**src/rtl/mtk_pkg.sv**
```systemverilog
package mtk_pkg;

   localparam int WORD_W = 64;
   localparam int BYTE_W = 8;
   localparam int MT_N   = 312;
   localparam int MT_M   = 156;
   localparam int IDX_W  = $clog2(MT_N);

   typedef logic [WORD_W-1:0] word_type;
   typedef logic [BYTE_W-1:0] byte_type;
   typedef logic [IDX_W-1:0]  idx_type;

   localparam word_type MT_MATRIX   = 64'hB502_6F5A_A966_19E9;
   localparam word_type MT_UPPER    = 64'hFFFF_FFFF_8000_0000;
   localparam word_type MT_LOWER    = 64'h0000_0000_7FFF_FFFF;
   localparam logic [31:0] INIT_LO  = 32'h4C95_7F2D;
   localparam logic [31:0] INIT_HI  = 32'h5851_F42D;
   localparam idx_type LAST_IDX     = idx_type'(MT_N - 1);

   typedef struct packed {
      logic push;
      logic busy;
   } seed_status_type;

endpackage

```
**src/rtl/mtk_cell.sv**
```systemverilog
module mtk_cell (
   input  logic              clock,
   input  logic              en,
   input  mtk_pkg::word_type d,
   output mtk_pkg::word_type q
);
   import mtk_pkg::*;

   word_type word_ff;

   always_ff @(posedge clock) begin
      if (en) begin
         word_ff <= d;
      end
   end

   assign q = word_ff;

endmodule

```
**config.mk**
```make
export PLATFORM = sky130hd
export DESIGN_NAME = mtk_cell
export DESIGN_NICKNAME = d
export VERILOG_FILES = /design/src/rtl/mtk_pkg.sv /design/src/rtl/mtk_cell.sv
export SDC_FILE = /design/constraint.sdc
export NUM_CORES = 1
export LEC_CHECK = 0
export ABC_AREA = 1
export BUFFER_PORTS_ARGS = -buffer_cell sky130_fd_sc_hd__buf_2
export CORE_UTILIZATION = 43
export DETAILED_ROUTE_END_ITERATION = 8
export GPL_ROUTABILITY_DRIVEN = 0
export PLACE_DENSITY_LB_ADDON = 0.2
export SLEW_MARGIN = 30
export SYNTH_ARGS = -nofsm -noshare
export SYNTH_HDL_FRONTEND = slang
export SYNTH_SLANG_ARGS = --single-unit
```
**constraint.sdc**
```tcl
create_clock -name clock -period 0.8 [get_ports clock]
set_input_delay 0.16 -clock clock [delete_from_list [all_inputs] [get_ports clock]]
set_output_delay 0.16 -clock clock [all_outputs]
set_load 0.01 [all_outputs]
```
==> metrics.yaml <==
grt_setup_unrepaired: "true"
initial_core_util_pct: 46.4
finalInstanceArea_mm2: 0.00301
yosysTopAreaCell: "edfxtp_1"
overflow: 0
max_slew_margin_pct: 88.1
post_route_cells_drive_above_1_share_pct: 61.6
cp_slowest_stage_delay_ns: 0.39
end_kind: "output pin"
postCtsSetupRepairBufs: 0
yosysSeqAreaShare_pct: 100
seqPwrFrac_pct: 59.0
setup_viol_count_final: 64
tightest_slew_ns: 0.179
power_density_mw_per_mm2: 2280
largest_reg_flops: 64
syn_inst: 64
cts_tree: "done"
nets: 292
cts_sinks: 64
fmax_ghz: 0.971
vdd_drop_max_mv: 1.50
crit_buf_inv: 1
critPathMaxFanout: 1
fin_crit_sh_pct: 129
crit_required_ns: 0.64
multiInputCombCellCount: 0
p_int_w: 0.00542
hold_path_class: "in -> reg"
power_frac_comb_pct: 10.3
slowest_stage: "edfxtp_1"
path_depth: 1
portBuffers: 129
critical_path_class: "reg -> out"
pwr-share-clk_pct: 30.7
violations: "setup timing"
yosys_warnings: 0
cts_buffers: 9
drc_errors: 0
antenna_found_initial: 0
num_io_pins: 130
drt-initial-drc-count: 95
routedWlPerCell_um: 15.3
fin_crit_ns: 1.03
run_status: "finished, violations left"
final-hold-violation-count: 0
cp_top_family: "flip-flops"
p_sw_share_pct: 21.1
yosysUniqueCellTypes: 1
core_mm2: 0.00414
worstPathArrival_ns: 0.87
dpl.hpwl_mm: 2.83
diodes: 0
drv_cap: 0
die_y_um: 68.9
path_clk_slew_ns: 0.06
htree_levels: 3
startpoint_type: "flip-flop"
synth_top_area_share_pct: 100
whs_endpoint: "q[36]"
utilization_pct: 72.7
yosys-top-cells-area: "edfxtp_1 (100%)"
via_per_inst: 4.54
die_w_um: 68.9
ant_nets: 0
grt_usage_pct: 16.9
routed_wl_mm: 4.27
grt_pass1_vias: 1160
min_from: "d[36]"
timing.hold.ws_ns: 0.0148
place_area_mm2: 0.00267
slew_violations: 0
area_growth_pct: 56.8
syn_area_mm2: 0.00192
grt_first_pass_wirelength_mm: 5.26
synth_nets: 130
dp.cells: 245
num_rows: 23
multiInputGateArea_um2: 0
synth.avg_cell_area_um2: 30.0
max-clock-path-buffers: 2
vias: 1266
netSwitchingPower_w: 0.00145
cts_resized: 0
drt_first_pass_iters: 4
dieArea_mm2: 0.00474
path_cells: "buf_2"
cts-root-buf: "clkbuf_8"
grt_start_max_net_pins: 35
p_leak_nw: 1.31
finalWorstSetupSlack_ns: -0.230
fill_cells: 277
fin_cells: 279
hold_depth: 1
ys_ff_latch: 64
-- cells by family after synthesis --
group	after synthesis	share of synthesized area [%]
flip-flops	64	100
-- synth_stat cells --
library cell,number
edfxtp_1,64
-- per-layer routing --
layer	vias up	global-route usage (%)	wire length (um)
met3	9	8.06	488
li1	587	-	-
met2	92	26.3	2160
met4	0	12.8	96
met1	578	17.7	1520
met5	-	0	0
-- power by group through the flow --
stage / sequential (W) / clock [W] / combinational, W
floorplan: 0.00427 / 0 / 0
global placement: 0.00411 / 0 / 0.000621
detailed placement: 0.00412 / 0 / 0.000635
CTS: 0.00405 / 0.00217 / 0.000667
global route: 0.00407 / 0.00231 / 0.000768
finish: 0.00405 / 0.00211 / 0.000709
-- per-stage QoR --
step / total power, W / setup TNS, ns / setup slack, ns
5_1_grt: 0.00715 / -14.50 / -0.268
6_report: 0.00687 / -11.85 / -0.230
2_1_floorplan: 0.00427 / 0 / 0.246
3_5_place_dp: 0.00475 / -2.05 / -0.0399
3_3_place_gp: 0.00473 / -0.935 / -0.0221
4_1_cts: 0.00689 / -12.90 / -0.235
-- worst max path at each step --
stage               startpoint     to
finish                   q[28]  q[28]
global route             q[42]  q[42]
CTS                      q[52]  q[52]
detailed placement          en  q[25]
global placement            en   q[2]
floorplan                 q[0]   q[0]
-- cell usage in the layout (no fill, tap or decap) --
| cell | Yosys | routed |
|---|---|---|
| buf_12 | 0 | 2 |
| clkbuf_8 | 0 | 9 |
| clkbuf_1 | 0 | 3 |
| clkinv_2 | 0 | 1 |
| edfxtp_1 | 64 | 64 |
| dlygate4sd3_1 | 0 | 20 |
| buf_2 | 0 | 129 |
| clkinv_1 | 0 | 1 |
-- layout make-up --
| type | count | area (um^2) | area share (%) |
|---|---|---|---|
| flip-flops and latches | 64 | 1920 | 63.8 |
| clock inverters | 2 | 8.76 | 0.291 |
| well taps | 50 | 62.6 | 2.08 |
| repair buffers | 151 | 886 | 29.4 |
| clock buffers | 12 | 135 | 4.48 |
-- repair_timing --
item                                    4_1_cts  5_1_grt
hold buffers                                  9       11
endpoints found under the setup margin       64       64
hold endpoints to repair                      9       11
(Power assumes the default switching activity.)
