$ cat src/rtl/mtk_pkg.sv
package mtk_pkg;

   localparam int WORD_W = 64;
   localparam int BYTE_W = 8;
   localparam int MT_N   = 312;
   localparam int MT_M   = 156;
   localparam int IDX_W  = $clog2(MT_N);

   typedef logic [WORD_W-1:0] word_type;
   typedef logic [BYTE_W-1:0] byte_type;
   typedef logic [IDX_W-1:0]  idx_type;

   localparam word_type MT_MATRIX   = 64'hB502_6F5A_A966_19E9;
   localparam word_type MT_UPPER    = 64'hFFFF_FFFF_8000_0000;
   localparam word_type MT_LOWER    = 64'h0000_0000_7FFF_FFFF;
   localparam logic [31:0] INIT_LO  = 32'h4C95_7F2D;
   localparam logic [31:0] INIT_HI  = 32'h5851_F42D;
   localparam idx_type LAST_IDX     = idx_type'(MT_N - 1);

   typedef struct packed {
      logic push;
      logic busy;
   } seed_status_type;

endpackage

$ cat src/rtl/mtk_seed_gen.sv
module mtk_seed_gen (
   input  logic                     clock,
   input  logic                     reset,
   input  logic                     start,
   input  mtk_pkg::word_type        seed,
   input  mtk_pkg::word_type        tail,
   output mtk_pkg::word_type        word,
   output mtk_pkg::seed_status_type status
);
   import mtk_pkg::*;

   typedef enum logic [2:0] {
      ST_IDLE,
      ST_FIRST,
      ST_MUL0,
      ST_MUL1,
      ST_MUL2,
      ST_PUSH
   } state_type;

   state_type   state_ff;
   idx_type     idx_ff;
   word_type    x_ff;
   word_type    prod_ff;
   word_type    acc_ff;
   word_type    x_in;
   logic [31:0] mul_a;
   logic [31:0] mul_b;
   word_type    mul_out;
   word_type    sum_word;

   // previous word has just landed in the tail cell
   assign x_in = tail ^ (tail >> 62);

   always_comb begin
      unique case (state_ff)
         ST_MUL1: begin
            mul_a = x_ff[31:0];
            mul_b = INIT_HI;
         end
         ST_MUL2: begin
            mul_a = x_ff[63:32];
            mul_b = INIT_LO;
         end
         default: begin
            mul_a = x_in[31:0];
            mul_b = INIT_LO;
         end
      endcase
   end

   assign mul_out  = {32'b0, mul_a} * {32'b0, mul_b};
   assign sum_word = acc_ff + {prod_ff[31:0], 32'b0};

   always_ff @(posedge clock) begin
      if (reset) begin
         state_ff <= ST_FIRST;
         idx_ff   <= '0;
      end else if (start) begin
         state_ff <= ST_FIRST;
         idx_ff   <= '0;
      end else begin
         unique case (state_ff)
            ST_IDLE: begin
               state_ff <= ST_IDLE;
            end
            ST_FIRST: begin
               idx_ff   <= idx_type'(1);
               state_ff <= ST_MUL0;
            end
            ST_MUL0: begin
               x_ff     <= x_in;
               prod_ff  <= mul_out;
               state_ff <= ST_MUL1;
            end
            ST_MUL1: begin
               acc_ff   <= prod_ff + {{(WORD_W-IDX_W){1'b0}}, idx_ff};
               prod_ff  <= mul_out;
               state_ff <= ST_MUL2;
            end
            ST_MUL2: begin
               acc_ff   <= sum_word;
               prod_ff  <= mul_out;
               state_ff <= ST_PUSH;
            end
            ST_PUSH: begin
               if (idx_ff == LAST_IDX) begin
                  state_ff <= ST_IDLE;
               end else begin
                  idx_ff   <= idx_ff + idx_type'(1);
                  state_ff <= ST_MUL0;
               end
            end
            default: begin
               state_ff <= ST_IDLE;
            end
         endcase
      end
   end

   assign word        = (state_ff == ST_FIRST) ? seed : sum_word;
   assign status.push = (state_ff == ST_FIRST) || (state_ff == ST_PUSH);
   assign status.busy = (state_ff != ST_IDLE);

endmodule

$ cat config.mk
export PLATFORM = sky130hd
export DESIGN_NAME = mtk_seed_gen
export DESIGN_NICKNAME = d
export VERILOG_FILES = /design/src/rtl/mtk_pkg.sv /design/src/rtl/mtk_seed_gen.sv
export SDC_FILE = /design/constraint.sdc
export NUM_CORES = 2
export LEC_CHECK = 0
export BUFFER_PORTS_ARGS = -buffer_cell sky130_fd_sc_hd__buf_2
export CAP_MARGIN = 20
export CORE_MARGIN = 5
export CORE_UTILIZATION = 50
export DETAILED_ROUTE_END_ITERATION = 10
export PLACE_DENSITY = 0.77
export REMOVE_ABC_BUFFERS = 1
export SLEW_MARGIN = 10
export SYNTH_ARGS = -nofsm -noshare
export SYNTH_HDL_FRONTEND = slang
export SYNTH_SLANG_ARGS = --single-unit
$ cat constraint.sdc
create_clock -name clock -period 17.2 [get_ports clock]
set_input_delay 2.58 -clock clock [delete_from_list [all_inputs] [get_ports clock]]
set_output_delay 2.58 -clock clock [all_outputs]
set_load 0.005 [all_outputs]
==> flow_summary.yaml <==
logic_synthesis:
  synth.area.top_cells: "fa_1, edfxtp_1, ha_1"
  netlist_top_cells_count: "inv_1, fa_1, ha_1"
  netlist_instances: 3292
  yosysMostFrequentCell: "inv_1"
  synth_top_cell_area_share: 0.324
  ys_seq_elements: 204
  synth.cell_area_mm2: 0.0332
  async_reset_ff_frac: 0
  per_instance_average_area_after_synthesis_um2: 10.1
  synth.yosys.warnings: 0
  synth_edf_count: 192
  synthFlopType: "edfxtp_1"
  yosysSeqAreaShare: 0.181
  cell_taking_the_most_area_after_synthesis: "fa_1"
  post_synthesis_cell_type_count: 80
sta:
  finalCritPeriodShare: 0.619
  rsz0062_at_grt: "no"
  slew_headroom: 0.215
  total_count_of_hold_check_failures_in_the_final_report: 0
  setup-tns-final_ns: 0
  timing.final.setup_violations: 0
  worst-slew-pin-transition_ns: 1.17
  timing.final.max_slew_violations: 0
  post-route-min-period_ns: 10.64
  finClkSkew_ns: 0.0451
  max_clock_freq_ghz: 0.0940
cells_and_area:
  antenna_diodes: 0
  multiInputGateArea_mm2: 0.0241
  layout.filler_cells: 5720
  fin_nets: 4621
  regArea_mm2: 0.00601
  utilization: 0.548
  final-instance-count-excl-fill: 4381
  syn_to_final_growth_pct: 8.76
  final_layout_size_suffix_gt1_frac: 0.0935
worst_setup_path:
  worst-r2r-cell-count: 30
  arrival_ns: 10.94
  worstSetupEndpointType: "flop"
  worstPathRequired_ns: 17.50
  crit_fanout: 7
  reg2reg_slack_ns: 6.76
  timing_worst_setup_path_type: "in2reg"
  worstSetupStartpointType: "input port"
global_routing:
  grt.met2_usage: 0.425
  grt_most_used_layer: "met2"
  grt_use_total: 0.257
  grt_pass1_wl_um: 142000
  grt_max_degree: 69
  antenna_found_initial: 0
  globalRouteMet3Util: 0.0394
  grt_pass1_vias: 25100
  met1_usage: 0.348
  grt.overflow.total: 0
cts:
  postCtsHoldBufs: 0
  clock_insertion_delay_worst_skew_ns: 0.59
  ctsLongestPathBuffers: 3
  htreeDepth: 1
  post-cts-setup-buffer-count: 0
  cts_root_buf: "clkbuf_16"
  cts_resized: 0
  cts_tree: "yes"
  tritoncts.num_buffers: 26
  cts_clk_pin_slew_worst_paths_ns: 0.06
  cts.sinks: 204
route:
  drt_iter0_drc: 1962
  drt.antenna.violating_nets: 0
  vias: 24200
  postRouteWirelength_um: 92900
  post-route-drc-count: 0
  wirelength_per_cell_um: 21.2
  vias_per_cell: 5.53
  dr_pass1_iterations: 7
floorplan:
  initial_core_util: 0.504
  core_area_mm2: 0.0659
  fp.dieH_um: 268
  die_area_mm2: 0.0717
  fp-row-count: 94
  ioPinCount: 197
  die_width_um: 268
placement:
  hpwlAfterDp_um: 79300
  dpl.cell_count: 4332
  place.gp.congestion: 1.03
  io_buffer_count: 196
min_path:
  hold_path_class: "reg2reg"
  worst_hold_path.num_cells: 1
job:
  maxCapViolations: 0
outcome:
  run_status: "completed"
==> metrics by stage <==
step / hold WS [ns] / setup WS (ns) / instance area (µm²)
CTS: 0.545 / 6.64 / 36100
floorplan: 0.488 / 6.44 / 33100
finish: 0.550 / 6.56 / 36100
detailed placement: 0.531 / 6.06 / 35300
global placement: 0.531 / 6.25 / 35300
global route: 0.587 / 6.12 / 36100
==> flip-flops by register name, summed over array words and instances (netlist names) <==
register,cells
x_ff,64
acc_ff,64
prod_ff,64
idx_ff,9
state_ff,3
==> routing by layer <==
metal	vias up	wire (µm)
li1	11000	-
met1	11900	37700
met2	1091	43800
met3	224	7220
met4	0	4300
met5	-	0
==> logic make-up after synthesis <==
group | after synthesis | synth area share
AND/OR/NAND/NOR | 587 | 0.0812
other | 2 | 0.000226
XOR/XNOR | 157 | 0.0414
AO/OA/AOI/OAI | 444 | 0.0868
flip-flops | 204 | 0.181
buffers and inverters | 854 | 0.0970
multiplexers | 51 | 0.0170
adder cells (fa/ha/maj) | 993 | 0.496
==> worst paths after layout <==
path	startpoint	to
max	tail[16]	prod_ff[61]
min	idx_ff[0]	idx_ff[0]
max reg2reg	state_ff[1]	prod_ff[61]
min reg2reg	idx_ff[0]	idx_ff[0]
==> cell usage in the layout, fill, tap and decap left out, drive strengths merged, types with 33 or more instances in the layout <==
cell    count
nand2     210
and3       33
xnor2      89
inv       794
ha        456
xor2       68
nor2      177
nand3      34
o21ai      99
a21oi     134
mux2       43
a21o       60
nand4      34
buf       210
fa        537
edfxtp    192
==> layout make-up <==
class,count,share of cell area
inverter,792,0.0823
clock buffer,30,0.0184
clock inverter,18,0.00426
sequential,204,0.166
multi-input combinational,2263,0.668
tap,864,0.0299
timing repair buffer,210,0.0304
==> critical path, stage by stage <==
cell	delay [ns]
buf_2	0.10
a22oi_1	0.66
inv_1	0.26
nor2_1	0.56
inv_1	0.36
ha_1	0.29
nor2_1	0.16
fa_1	0.49
fa_1	0.53
fa_1	0.52
inv_1	0.05
fa_1	0.55
fa_1	0.43
fa_1	0.50
inv_1	0.05
fa_1	0.47
inv_1	0.04
ha_1	0.40
nand2_1	0.15
o21ai_0	0.20
a21oi_1	0.08
o221ai_1	0.20
a21oi_1	0.12
o31a_1	0.37
o21ba_2	0.26
o211a_1	0.23
a311o_1	0.31
Power is left out: the tool's default activity adds up to more than one toggle a clock period on the data nets, which glitch-free logic cannot reach.
